### src/design/stip_pkg.sv
// shared types and constants of the string to integer parser
package stip_pkg;

  // accumulator width, the value wraps modulo 2^VALUE_WIDTH
  localparam int unsigned VALUE_WIDTH = 32;
  localparam int unsigned PARSED_W    = 32;
  localparam int unsigned COUNT_W     = 16;
  localparam int unsigned BASE_W      = 6;
  localparam int unsigned CHAR_W      = 8;
  localparam int unsigned PADDR_W     = 3;
  localparam int unsigned PDATA_W     = 32;

  // register map
  localparam logic [PADDR_W-1:0] ADDR_BASE_SETTING = 3'd0;

  // character codes
  localparam logic [CHAR_W-1:0] CH_0     = 8'h30;
  localparam logic [CHAR_W-1:0] CH_9     = 8'h39;
  localparam logic [CHAR_W-1:0] CH_LA    = 8'h61;
  localparam logic [CHAR_W-1:0] CH_LZ    = 8'h7a;
  localparam logic [CHAR_W-1:0] CH_UA    = 8'h41;
  localparam logic [CHAR_W-1:0] CH_UZ    = 8'h5a;
  localparam logic [CHAR_W-1:0] CH_X     = 8'h78;
  localparam logic [CHAR_W-1:0] CH_SPACE = 8'h20;
  localparam logic [CHAR_W-1:0] CH_TAB   = 8'h09;
  localparam logic [CHAR_W-1:0] CH_PLUS  = 8'h2b;
  localparam logic [CHAR_W-1:0] CH_MINUS = 8'h2d;

  // bases picked by the prefix rules
  localparam logic [BASE_W-1:0] BASE_AUTO = 6'd0;
  localparam logic [BASE_W-1:0] BASE_OCT  = 6'd8;
  localparam logic [BASE_W-1:0] BASE_DEC  = 6'd10;
  localparam logic [BASE_W-1:0] BASE_HEX  = 6'd16;

  // letters start at digit value ten
  localparam logic [BASE_W-1:0] LETTER_OFFSET = 6'd10;

  // parse phases
  typedef enum logic [2:0] {
    PH_DONE   = 3'd0,
    PH_SPACE  = 3'd1,
    PH_SIGNED = 3'd2,
    PH_ZERO   = 3'd3,
    PH_DIGITS = 3'd4
  } phase_e;

endpackage

### src/design/string_to_integer_parser_core.sv
// top level of the string to integer parser: input register, parse step and result register
//
// The parser takes one character per clock cycle and keeps that rate as long as results are
// taken. An accepted character sits in the input register while the parse step (prefix and
// sign rules, one 32 by 6 bit multiply-add with overflow check) updates the parse state; the
// stopping character passes through the input register and then loads the result register.
// Only a held result stalls the input register, which still takes one more character
// meanwhile. The base register (address 0) is sampled at each first character of a string;
// the user must write it only while idle, and the block itself does not enforce this.
module string_to_integer_parser_core (
  input  logic                            clk_i,
  input  logic                            rst_ni,
  // configuration port
  input  logic                            psel,
  input  logic                            penable,
  input  logic                            pwrite,
  input  logic [stip_pkg::PADDR_W-1:0]    paddr,
  input  logic [stip_pkg::PDATA_W-1:0]    pwdata,
  output logic [stip_pkg::PDATA_W-1:0]    prdata,
  output logic                            pready,
  // character channel
  input  logic                            in_valid_i,
  output logic                            in_ready_o,
  input  logic [stip_pkg::CHAR_W-1:0]     char_code_i,
  input  logic                            first_char_i,
  // result channel
  output logic                            out_valid_o,
  input  logic                            out_ready_i,
  output logic signed [stip_pkg::PARSED_W-1:0] parsed_value_o,
  output logic [stip_pkg::COUNT_W-1:0]    consumed_count_o,
  output logic                            overflow_seen_o
);
  import stip_pkg::*;

  localparam int unsigned MAC_W = VALUE_WIDTH + BASE_W + 1;

  logic [BASE_W-1:0]      base_q;
  logic                   in_valid_q;
  logic [CHAR_W-1:0]      char_q;
  logic                   first_q;
  phase_e                 phase_q, phase_d;
  logic                   neg_q, neg_d;
  logic [BASE_W-1:0]      wbase_q, wbase_d;
  logic [VALUE_WIDTH-1:0] acc_q, acc_d;
  logic [COUNT_W-1:0]     cnt_q, cnt_d;
  logic                   ovf_q, ovf_d;
  logic                   out_valid_q;
  logic [PARSED_W-1:0]    value_q;
  logic [COUNT_W-1:0]     count_q;
  logic                   ovf_out_q;

  logic                   advance;
  logic                   emit;
  phase_e                 ph_cur;
  logic                   neg_cur;
  logic [BASE_W-1:0]      wb_cur;
  logic [VALUE_WIDTH-1:0] acc_cur;
  logic [COUNT_W-1:0]     cnt_cur;
  logic                   ovf_cur;
  logic [COUNT_W-1:0]     cnt_inc;
  logic                   is_digit, is_lower, is_upper;
  logic [BASE_W-1:0]      dig;
  logic [BASE_W-1:0]      dig_base;
  logic                   dig_ok;
  logic [MAC_W-1:0]       mac;
  logic                   lead_zero;
  logic [VALUE_WIDTH-1:0] signed_val;

  // apb register access
  assign pready = 1'b1;
  always_comb begin
    prdata = '0;
    if (paddr == ADDR_BASE_SETTING) begin
      prdata = PDATA_W'(base_q);
    end
  end

  always_ff @(posedge clk_i or negedge rst_ni) begin
    if (!rst_ni) begin
      base_q <= BASE_AUTO;
    end else if (psel && penable && pwrite && (paddr == ADDR_BASE_SETTING)) begin
      base_q <= pwdata[BASE_W-1:0];
    end
  end

  // handshake: the input register drains when the result register can take a result
  assign advance    = in_valid_q && (!out_valid_q || out_ready_i);
  assign in_ready_o = !in_valid_q || advance;

  always_ff @(posedge clk_i or negedge rst_ni) begin
    if (!rst_ni) begin
      in_valid_q <= 1'b0;
    end else if (in_valid_i && in_ready_o) begin
      in_valid_q <= 1'b1;
    end else if (advance) begin
      in_valid_q <= 1'b0;
    end
  end

  always_ff @(posedge clk_i) begin
    if (in_valid_i && in_ready_o) begin
      char_q  <= char_code_i;
      first_q <= first_char_i;
    end
  end

  // state as seen by this character, a first character restarts it
  always_comb begin
    ph_cur  = phase_q;
    neg_cur = neg_q;
    wb_cur  = wbase_q;
    acc_cur = acc_q;
    cnt_cur = cnt_q;
    ovf_cur = ovf_q;
    if (first_q) begin
      ph_cur  = PH_SPACE;
      neg_cur = 1'b0;
      wb_cur  = base_q;
      acc_cur = '0;
      cnt_cur = '0;
      ovf_cur = 1'b0;
    end
  end

  // saturating character count
  assign cnt_inc = (cnt_cur == {COUNT_W{1'b1}}) ? cnt_cur : cnt_cur + COUNT_W'(1);

  // digit decode
  assign is_digit = (char_q >= CH_0)  && (char_q <= CH_9);
  assign is_lower = (char_q >= CH_LA) && (char_q <= CH_LZ);
  assign is_upper = (char_q >= CH_UA) && (char_q <= CH_UZ);

  always_comb begin
    dig = '0;
    if (is_digit) begin
      dig = BASE_W'(char_q - CH_0);
    end else if (is_lower) begin
      dig = BASE_W'(char_q - CH_LA) + LETTER_OFFSET;
    end else if (is_upper) begin
      dig = BASE_W'(char_q - CH_UA) + LETTER_OFFSET;
    end
  end

  // leading zero may open a hex prefix or pick octal
  assign lead_zero = (char_q == CH_0) && ((wb_cur == BASE_AUTO) || (wb_cur == BASE_HEX));

  // base used for a digit, with the auto base resolved for this phase
  always_comb begin
    case (ph_cur)
      PH_SPACE, PH_SIGNED: dig_base = (wb_cur == BASE_AUTO) ? BASE_DEC : wb_cur;
      PH_ZERO:             dig_base = (wb_cur == BASE_AUTO) ? BASE_OCT : wb_cur;
      default:             dig_base = wb_cur;
    endcase
  end

  assign dig_ok = (is_digit || is_lower || is_upper) && (dig < dig_base);

  // multiply-add, anything above the value width is overflow
  assign mac = MAC_W'(acc_cur) * MAC_W'(dig_base) + MAC_W'(dig);

  // one parse step
  always_comb begin
    logic do_digit;
    do_digit = 1'b0;
    phase_d  = ph_cur;
    neg_d    = neg_cur;
    wbase_d  = wb_cur;
    acc_d    = acc_cur;
    cnt_d    = cnt_cur;
    ovf_d    = ovf_cur;
    emit     = 1'b0;
    case (ph_cur)
      PH_SPACE: begin
        if ((char_q == CH_SPACE) || (char_q == CH_TAB)) begin
          cnt_d = cnt_inc;
        end else if ((char_q == CH_PLUS) || (char_q == CH_MINUS)) begin
          neg_d   = (char_q == CH_MINUS);
          cnt_d   = cnt_inc;
          phase_d = PH_SIGNED;
        end else if (lead_zero) begin
          cnt_d   = cnt_inc;
          acc_d   = '0;
          phase_d = PH_ZERO;
        end else begin
          do_digit = 1'b1;
        end
      end
      PH_SIGNED: begin
        if (lead_zero) begin
          cnt_d   = cnt_inc;
          acc_d   = '0;
          phase_d = PH_ZERO;
        end else begin
          do_digit = 1'b1;
        end
      end
      PH_ZERO: begin
        if (char_q == CH_X) begin
          cnt_d   = cnt_inc;
          wbase_d = BASE_HEX;
          phase_d = PH_DIGITS;
        end else begin
          do_digit = 1'b1;
        end
      end
      PH_DIGITS: do_digit = 1'b1;
      default:   do_digit = 1'b0;
    endcase
    if (do_digit) begin
      wbase_d = dig_base;
      if (dig_ok) begin
        ovf_d   = ovf_cur || (|mac[MAC_W-1:VALUE_WIDTH]);
        acc_d   = mac[VALUE_WIDTH-1:0];
        cnt_d   = cnt_inc;
        phase_d = PH_DIGITS;
      end else begin
        emit    = 1'b1;
        phase_d = PH_DONE;
      end
    end
  end

  // parse state
  always_ff @(posedge clk_i or negedge rst_ni) begin
    if (!rst_ni) begin
      phase_q <= PH_DONE;
      neg_q   <= 1'b0;
      wbase_q <= '0;
      acc_q   <= '0;
      cnt_q   <= '0;
      ovf_q   <= 1'b0;
    end else if (advance) begin
      phase_q <= phase_d;
      neg_q   <= neg_d;
      wbase_q <= wbase_d;
      acc_q   <= acc_d;
      cnt_q   <= cnt_d;
      ovf_q   <= ovf_d;
    end
  end

  // result register
  assign signed_val = neg_cur ? (VALUE_WIDTH'(0) - acc_cur) : acc_cur;

  always_ff @(posedge clk_i or negedge rst_ni) begin
    if (!rst_ni) begin
      out_valid_q <= 1'b0;
    end else if (advance && emit) begin
      out_valid_q <= 1'b1;
    end else if (out_ready_i) begin
      out_valid_q <= 1'b0;
    end
  end

  always_ff @(posedge clk_i) begin
    if (advance && emit) begin
      value_q   <= PARSED_W'(signed_val);
      count_q   <= cnt_cur;
      ovf_out_q <= ovf_cur;
    end
  end

  assign out_valid_o      = out_valid_q;
  assign parsed_value_o   = value_q;
  assign consumed_count_o = count_q;
  assign overflow_seen_o  = ovf_out_q;

`ifndef NO_ASSERTIONS
  // an empty input register always takes a transaction
  a_ready_when_empty: assert property (@(posedge clk_i) disable iff (!rst_ni)
    !in_valid_q |-> in_ready_o)
    else $error("input register empty but not ready");

  // a new result only comes from a character that left the input register
  a_result_source: assert property (@(posedge clk_i) disable iff (!rst_ni)
    $rose(out_valid_q) |-> $past(advance && emit))
    else $error("result appeared without a stopping character");

  // after a result the parse waits for the next start
  a_done_after_emit: assert property (@(posedge clk_i) disable iff (!rst_ni)
    advance && emit |=> phase_q == PH_DONE)
    else $error("parse not finished after result");

  // within a string the count never falls
  a_count_monotonic: assert property (@(posedge clk_i) disable iff (!rst_ni)
    advance && !first_q |=> cnt_q >= $past(cnt_q))
    else $error("character count decreased");

  // the overflow flag is sticky within a string
  a_overflow_sticky: assert property (@(posedge clk_i) disable iff (!rst_ni)
    advance && !first_q && ovf_q |=> ovf_q)
    else $error("overflow flag cleared mid string");
`endif

endmodule

### config.mk
export PLATFORM = sky130hd
export DESIGN_NAME = string_to_integer_parser_core
export DESIGN_NICKNAME = d
export VERILOG_FILES = /design/src/design/stip_pkg.sv /design/src/design/string_to_integer_parser_core.sv
export SDC_FILE = /design/constraint.sdc
export NUM_CORES = 1
export LEC_CHECK = 0
export BUFFER_PORTS_ARGS = -buffer_cell sky130_fd_sc_hd__buf_2
export CAP_MARGIN = 30
export CORE_ASPECT_RATIO = 0.5
export CORE_MARGIN = 2
export CORE_UTILIZATION = 65
export CTS_CLUSTER_SIZE = 30
export DETAILED_ROUTE_END_ITERATION = 16
export GPL_TIMING_DRIVEN = 0
export PLACE_DENSITY = 0.87
export SYNTH_ARGS = -nofsm -noshare
export SYNTH_HDL_FRONTEND = slang
export SYNTH_SLANG_ARGS = --single-unit
### constraint.sdc
create_clock -name clk_i -period 19.45 [get_ports clk_i]
set_input_delay 1.945 -clock clk_i [delete_from_list [all_inputs] [get_ports clk_i]]
set_output_delay 1.945 -clock clk_i [all_outputs]
set_load 0.02 [all_outputs]
==> results of run 1 <==
stage by stage:
stage / util [%] / power [mW] / area [sq um]
2_1_floorplan: - / 0.641 / 13600
3_3_place_gp: 70.2 / 0.777 / 14400
3_5_place_dp: 70.5 / 0.795 / 14500
4_1_cts: 73.4 / 1.11 / 15100
5_1_grt: 73.4 / 1.17 / 15100
6_report: 73.5 / 1.13 / 15100
cell type report:
type | count | area [sq um]
fillers | 1426 | 5440
clock buffers | 17 | 425
diodes | 5 | 12.5
well taps | 273 | 342
clock inverters | 15 | 168
inverters | 64 | 240
flip-flops and latches | 125 | 3420
multi-input cells | 1142 | 9470
plain buffers | 100 | 517
repair buffers | 86 | 477
sequential cells by signal, summed over array words and instances, names as in the netlist:
register / flops
base_q: 6
ovf_q: 1
out_valid_o: 1
wbase_q: 6
first_q: 1
cnt_q: 16
consumed_count_o: 16
overflow_seen_o: 1
in_valid_q: 1
parsed_value_o: 32
acc_q: 32
char_q: 8
neg_q: 1
phase_q: 3
power breakdown:
group	switching (mW)	leakage (nW)	internal, mW
logic	0.303	5.69	0.133
registers	0.0431	1.47	0.332
clock network	0.148	0.287	0.172
total	0.494	7.45	0.637
cell families (layout without fill, tap and decap cells):
| family | count (synthesis) | in the layout | synth area share [%] |
|---|---|---|---|
| multiplexers | 20 | 20 | 1.57 |
| adder cells (fa/ha/maj) | 225 | 225 | 27.7 |
| AND/OR/NAND/NOR | 534 | 534 | 21.3 |
| other | 2 | 32 | 0.0554 |
| flip-flops | 125 | 125 | 25.2 |
| XOR/XNOR | 63 | 63 | 4.07 |
| buffers and inverters | 164 | 282 | 5.59 |
| AO/OA/AOI/OAI | 273 | 273 | 14.5 |
final timing paths:
check,start,end,cells after the start
worst max-delay path,first_q,acc_q[31],26
worst min-delay path,wbase_q[1],wbase_q[1],2
worst max register to register,first_q,acc_q[31],26
worst min register to register,wbase_q[1],wbase_q[1],2
max in group asynchronous,rst_ni,cnt_q[1],2
min in group asynchronous,rst_ni,acc_q[18],2
critical path: stages, from the launching register on:
cell	delay [ns]
edfxtp_1	0.36
buf_6	0.16
clkbuf_1	0.48
clkbuf_1	0.48
buf_2	0.35
clkbuf_1	0.62
clkbuf_1	0.85
nor2_1	0.39
and2_1	0.30
fa_1	0.50
inv_1	0.05
fa_1	0.48
inv_1	0.06
fa_1	0.54
inv_1	0.06
fa_1	0.53
inv_1	0.04
ha_1	0.35
o211a_1	0.17
a211oi_1	0.61
o21ai_0	0.36
a221oi_1	0.51
o21ai_0	0.21
a21oi_1	0.39
o21ai_0	0.19
xnor2_1	0.33
a22o_1	0.20
placed cells by master (no fill, tap or decap), types with 7 or more instances in the layout:
cell type,n
a22o_1,35
fa_1,124
nand2b_1,32
a31oi_1,13
nand4_1,15
nor2_1,122
dfrtp_1,67
ha_1,101
and2_1,140
clkbuf_16,17
o211ai_1,10
o31ai_1,20
buf_4,32
buf_2,85
nand3_1,23
mux2_2,9
o21a_1,9
o21ai_0,43
o21bai_1,10
nand2_1,75
nor4_1,11
a21o_1,24
nor2b_1,53
nor3_1,11
a21oi_1,50
mux2i_1,10
and3_1,11
xnor2_1,24
conb_1,27
edfxtp_1,58
xor2_1,39
inv_1,64
clkbuf_1,55
buf_1,7
layer usage:
layer / vias up / track usage [%]
met3: 117 / 11.3
li1: 5111 / -
met1: 5721 / 48.8
met4: 0 / 12.3
met5: - / 0
met2: 716 / 57.5
==> results.cfg, run 1 <==
[yosys]
synthesis.area_sq_um = 13500
yosysWarnings = 0
ys_types = 83
ys.flop_type = dfrtp_1
synth_edf_count = 58
synth_common_cells = and2_1 (140), fa_1 (124), nor2_1 (122)
yosysSeqAreaShare_pct = 25.2
ys_top_cells_by_area = fa_1 (18%), edfxtp_1 (13%), dfrtp_1 (12%)
synthCells = 1406
syn_avg_cell_area_sq_um = 9.63
ys_seq_elements = 125
yosys.area.top_type_share_pct = 18.3
yosysMostFrequentCell = and2_1
async_flop_share_pct = 53.6
yosys.area.top_type = fa_1

[cts]
ctsLongestPathBuffers = 2
cts_setup_buffers = 0
clk_latency_ns = 0.44
numCtsBuffers = 17
cts_root_buf = clkbuf_16
cts_sinks = 125
path_clk_slew_ns = 0.06
cts_tree = built
cts_hold_buf = 0
h-tree-depth = 4
cts_resized = 0

[power_and_ir_drop]
powerDensity_nw_per_um2 = 75.1
p_leak_nw = 7.45
vdd_drop_max_uv = 64.8

[grt]
grt_first_pass_wirelength_microns = 62800
grt_usage_pct = 36.7
grt-ovfl-total = 0
grt_max_degree = 68
grt_pass1_vias = 11700
antenna_found_initial = 0

[die]
die_w_microns = 208
die_y_microns = 106
initial_core_util_pct = 66.1
die-area_sq_um = 22100
core_area_sq_um = 20500
placementRows = 37
ios = 135

[sta]
timing.hold.ws_ns = 0.511
max_slew_margin_pct = 29.3
fmax_ghz = 0.104
fin_crit_ns = 9.64
finalCritPeriodShare_pct = 49.6
final-setup-viol-count = 0
tightest_slew_ns = 1.06
fin_ws_ns = 9.81
hold_viol_final = 0
skew_ns = 0.0116
slew_violations = 0
rsz0062_at_grt = false
fin_setup_tns_ns = 0

[setup_path]
crit_required_ns = 19.82
critPathKind = reg2reg
start_kind = register
worst-r2r-setup-slack_ns = 9.81
cp_max_fo = 10
critPathArrivalTime_ns = 10.01
worstSetupEndpointType = register

[route]
final_antenna_net_count = 0
met3_wirelength_microns = 4510
totalWireLength_microns = 38900
drcViolationCount = 0
drt_iter0_drc = 1167
firstDrtPassIters = 8
wl_per_cell_microns = 21.3
top_layer = met4
vias_per_cell = 6.38
met1_length_microns = 15700
wl_met2_microns = 17500
num_vias = 11700

[placement]
port_buffers = 81
gp_congestion = 0.950
dpl.hpwl_microns = 29900
place_inst = 1790
pre_cts_ws_ns = 10.32

[layout]
fin_nets = 1812
instances_no_fill = 1827
drive_gt1_share_pct = 12.0
area_delta_synth_final_pct = 11.2

[flow_run]
cap_viol_max_count = 0

[min_path]
hold_class = reg2reg

[run_status]
status = finished, final reports clean
Note: power is estimated with default switching activity, not from simulation.
==> run 2: changes to the inputs <==
- CORE_UTILIZATION: 65 -> 62
- PLACE_DENSITY: 0.87 -> 0.83
- clock period: 19.45 -> 9.1 ns (I/O delays scaled with it)
==> results.cfg, run 2 (synthesis results as in run 1) <==
[power_and_ir_drop]
vdd_drop_max_uv = 129
power_mw = 2.44
p_leak_nw = 7.46
powerDensity_nw_per_um2 = 162

[cts]
h-tree-depth = 4
cts_tree = built
cts_sinks = 125
cts_root_buf = clkbuf_16
clk_latency_ns = 0.43
ctsLongestPathBuffers = 2
cts_hold_buf = 0
numCtsBuffers = 17
path_clk_slew_ns = 0.07

[route]
vias_per_cell = 6.23
drcViolationCount = 0
wl_per_cell_microns = 21.0
final_antenna_net_count = 0
totalWireLength_microns = 38700
firstDrtPassIters = 5
num_vias = 11500
drt_iter0_drc = 1292

[layout]
antenna_cells = 0
final_common_cell = and2_1
final_cell_mix = and2_1 (140), fa_1 (124), nor2_1 (121)
fin_nets = 1812
n_fill_cell = 1618
area_delta_synth_final_pct = 11.6
drive_gt1_share_pct = 12.3

[run_status]
status = finished, final reports clean

[setup_path]
rr_endpoint = acc_q[31]
crit_required_ns = 9.47
max_stage_delay_ns = 0.59
start_kind = register
r2r_cells = 27
critPathArrivalTime_ns = 9.11
worstSetupEndpointType = register
crit_top_cell = fa_1
worst-r2r-setup-slack_ns = 0.36
cp_slowest_cell = a211oi_1
reg2reg_from = first_q
cp_max_fo = 10
critPathBufInv = 7
cp_top_family = compound AO/OA/AOI/OAI gates
critPathKind = reg2reg

[sta]
tightest_slew_ns = 0.988
rsz0062_at_grt = false
max_slew_margin_pct = 33.6
finalCritPeriodShare_pct = 96.1
slew_violations = 0
skew_ns = 0.0109
fin_crit_ns = 8.74
hold_viol_final = 0
final-setup-viol-count = 0
fmax_ghz = 0.114
fin_setup_tns_ns = 0

[die]
die_w_microns = 213
die_y_microns = 109
initial_core_util_pct = 62.9
ios = 135
placementRows = 38
die-area_sq_um = 23100
core_area_sq_um = 21500

[placement]
port_buffers = 81
dpl.hpwl_microns = 30100
gp_congestion = 0.947

[grt]
grt-ovfl-total = 0
grt_max_degree = 60
grt_usage_pct = 35.5
antenna_found_initial = 0
grt_pass1_vias = 11600
grt_first_pass_wirelength_microns = 62300

[flow_run]
cap_viol_max_count = 0

[min_path]
hold_class = in2async
==> run 2: cell types whose count changed in the layout (fill, tap and decap cells not counted), moves of 2 or more <==
cell       delta
bufinv_16     +2
clkbuf_1      -3
clkbuf_2      +3
clkinv_8      -4
diode_2       -5
==> run 2: where the power goes <==
| part | internal (mW) | total, mW | switching [mW] | leakage [nW] |
|---|---|---|---|---|
| registers | 0.710 | 0.800 | 0.0897 | 1.47 |
| logic | 0.286 | 0.933 | 0.647 | 5.70 |
| clock network | 0.414 | 0.709 | 0.295 | 0.291 |
| total | 1.41 | 2.44 | 1.03 | 7.46 |
==> run 2: how the worst max path moves through the flow <==
stage               startpoint                   to  slack [ns]  depth (start not counted)
finish                 first_q            acc_q[31]        0.36                         27
global route           first_q            acc_q[31]        0.01                         27
CTS                    first_q            acc_q[31]        0.17                         28
detailed placement     first_q            acc_q[31]       -0.01                         26
global placement       first_q          out_valid_o       -0.62                         17
floorplan            char_q[0]  consumed_count_o[0]        2.11                         15
==> run 2: layer usage <==
layer	GRT usage, %	routed length [microns]	vias to the layer above
met3	9.32	4150	101
li1	-	-	5115
met2	56.1	17700	600
met1	47.9	16000	5697
met5	0	0	-
met4	11.5	957	0
==> run 2: through the flow <==
| step | instance area (sq um) | std cells | setup WS, ns | hold slack [ns] | utilization [%] |
|---|---|---|---|---|---|
| 3_5_place_dp | 14500 | 1817 | -0.0138 | 0.500 | 67.3 |
| 5_1_grt | 15100 | 1849 | 0.0117 | 0.308 | 70.2 |
| 2_1_floorplan | 13600 | 1431 | 2.11 | 0.461 | - |
| 3_3_place_gp | 14400 | 1812 | -0.621 | 0.483 | 67.0 |
| 6_report | 15100 | 1849 | 0.357 | 0.308 | 70.2 |
| 4_1_cts | 15100 | 1849 | 0.169 | 0.306 | 70.1 |
==> run 2: layout make-up <==
class | instances | area (sq um) | area share [%]
Tap cell | 300 | 375 | 2.48
Clock inverter | 15 | 176 | 1.17
Buffer | 100 | 520 | 3.44
Sequential cell | 125 | 3420 | 22.6
Timing Repair Buffer | 86 | 480 | 3.18
Inverter | 64 | 240 | 1.59
Clock buffer | 17 | 425 | 2.82
Multi-Input combinational cell | 1142 | 9480 | 62.7
==> run 2: repair_timing <==
| item | 4_1_cts | 5_1_grt |
|---|---|---|
| endpoints found under the setup margin | 2 | 4 |
| buffers inserted | 0 | 0 |
| resized for setup | 1 | 6 |
==> run 2: worst register-to-register path, cell delays in order (launching register included) <==
cell      delay (ns)
edfxtp_1        0.34
buf_6           0.15
clkbuf_1        0.51
clkbuf_2        0.41
nor2b_2         0.19
a21oi_1         0.33
nand3_1         0.15
o21a_1          0.20
clkbuf_1        0.30
nor2_1          0.51
nand2_1         0.15
fa_1            0.49
fa_1            0.54
inv_1           0.06
fa_1            0.52
inv_1           0.05
fa_1            0.53
inv_1           0.04
ha_1            0.34
o211a_1         0.16
a211oi_1        0.59
o21ai_0         0.37
a221oi_1        0.50
o21ai_0         0.21
a21oi_1         0.38
o21ai_0         0.19
xnor2_1         0.29
a22o_1          0.18
==> run 3: changes to the inputs <==
- CTS_CLUSTER_DIAMETER: unset -> 60
- clock period: 9.1 -> 10.05 ns (I/O delays scaled with it)
==> results.cfg, run 3 (synthesis results as in run 1) <==
[setup_path]
critPathArrivalTime_ns = 9.99
crit_required_ns = 10.42
rr_endpoint = acc_q[31]
start_kind = register
r2r_cells = 26
worst-r2r-setup-slack_ns = 0.43
reg2reg_from = first_q
worstSetupEndpointType = register
critPathKind = reg2reg
cp_max_fo = 11

[power_and_ir_drop]
vdd_drop_max_uv = 118
p_leak_nw = 7.45
power_frac_clock_pct = 29.0
p_seq_share_pct = 32.8
combPwrFrac_pct = 38.2
swShare_pct = 42.2
powerDensity_nw_per_um2 = 146
p_sw_mw = 0.933
intPower_mw = 1.28

[route]
final_antenna_net_count = 0
drcViolationCount = 0
drt_iter0_drc = 1159
firstDrtPassIters = 5
vias_per_cell = 6.24
num_vias = 11500
wl_per_cell_microns = 21.0
totalWireLength_microns = 38800

[grt]
grt_usage_pct = 35.5
antenna_found_initial = 0
grt_max_degree = 60
grt_first_pass_wirelength_microns = 62300
grt-ovfl-total = 0
grt_pass1_vias = 11600

[placement]
gp_congestion = 0.947
port_buffers = 81
dpl.hpwl_microns = 30100

[sta]
fin_setup_tns_ns = 0
skew_ns = 0.00916
tightest_slew_ns = 1.07
slew_violations = 0
fin_crit_ns = 9.62
max_slew_margin_pct = 28.7
rsz0062_at_grt = false
final-setup-viol-count = 0
hold_viol_final = 0
finalCritPeriodShare_pct = 95.7
fmax_ghz = 0.104

[cts]
clk_latency_ns = 0.43
h-tree-depth = 4
cts_setup_buffers = 0
ctsLongestPathBuffers = 2
cts_root_buf = clkbuf_16
cts_tree = built
cts_hold_buf = 0
numCtsBuffers = 17
cts_sinks = 125
path_clk_slew_ns = 0.07
cts_resized = 0

[flow_run]
cap_viol_max_count = 0

[run_status]
status = finished, final reports clean

[die]
die-area_sq_um = 23100
die_y_microns = 109
ios = 135
placementRows = 38
die_w_microns = 213
core_area_sq_um = 21500
initial_core_util_pct = 62.9

[layout]
n_fill_cell = 1621
final_common_cell = and2_1
fin_nets = 1812
area_delta_synth_final_pct = 11.5
final_core_util_pct = 70.1
final_cell_mix = and2_1 (140), fa_1 (124), nor2_1 (122)
drive_gt1_share_pct = 11.9

[min_path]
hold_class = in2async
## run 3: changes by cell type in the layout (fill, tap and decap cells not counted), sizes merged
| cell | change |
|---|---|
| diode | +1 |
## run 3: layout make-up
type,count,area (sq um),share of cell area (%)
Buffer,100,517,3.42
Clock inverter,15,176,1.17
Tap cell,300,375,2.48
Inverter,64,240,1.59
Multi-Input combinational cell,1142,9470,62.7
Sequential cell,125,3420,22.6
Clock buffer,17,425,2.82
Timing Repair Buffer,86,480,3.18
Antenna cell,1,2.50,0.0166
## run 3: power by group through the flow
stage          Clock, mW  Sequential (mW)  Combinational (mW)
3_5_place_dp           0            0.729               0.813
3_3_place_gp           0            0.738               0.776
4_1_cts            0.640            0.721               0.821
6_report           0.641            0.725               0.844
5_1_grt            0.660            0.734               0.906
2_1_floorplan          0            0.769               0.471
## run 3: metrics by stage
stage | power (mW) | instances | hold WS (ns) | worst slack [ns] | instance area (sq um)
3_3_place_gp | 1.51 | 1812 | 0.483 | 0.329 | 14400
6_report | 2.21 | 1850 | 0.401 | 0.433 | 15100
5_1_grt | 2.30 | 1849 | 0.403 | 0.262 | 15100
4_1_cts | 2.18 | 1849 | 0.401 | 0.901 | 15100
3_5_place_dp | 1.54 | 1817 | 0.500 | 0.936 | 14500
2_1_floorplan | 1.24 | 1431 | 0.461 | 3.06 | 13600
## run 3: worst max-delay path: stages, from the launching register on
cell and delay [ns]:
edfxtp_1 0.35, buf_6 0.15, clkbuf_1 0.51, clkbuf_1 0.56, buf_2 0.37, clkbuf_1 0.69
clkbuf_1 0.86, nor2_1 0.35, and2_1 0.29, fa_1 0.50, inv_1 0.05, fa_1 0.47
inv_1 0.06, fa_1 0.52, inv_1 0.05, fa_1 0.53, inv_1 0.04, ha_1 0.34
o211a_1 0.17, a211oi_1 0.57, o21ai_0 0.37, a221oi_1 0.50, o21ai_0 0.21, a21oi_1 0.38
o21ai_0 0.19, xnor2_1 0.29, a22o_1 0.18
## run 3: routing by layer
metal / vias up / part of all wire (%) / GRT usage, %
met1: 5683 / 41 / 47.9
met5: - / 0 / 0
li1: 5115 / - / -
met2: 639 / 46 / 56.1
met4: 0 / 2.4 / 11.5
met3: 98 / 11 / 9.32
## run 3: worst max path at each step
stage,from,endpoint,cells past startpoint
after global routing,first_q,acc_q[31],26
final,first_q,acc_q[31],26
after global placement,first_q,out_valid_o,17
after detailed placement,first_q,acc_q[31],26
after floorplan,char_q[0],consumed_count_o[0],15
after CTS,first_q,acc_q[31],26
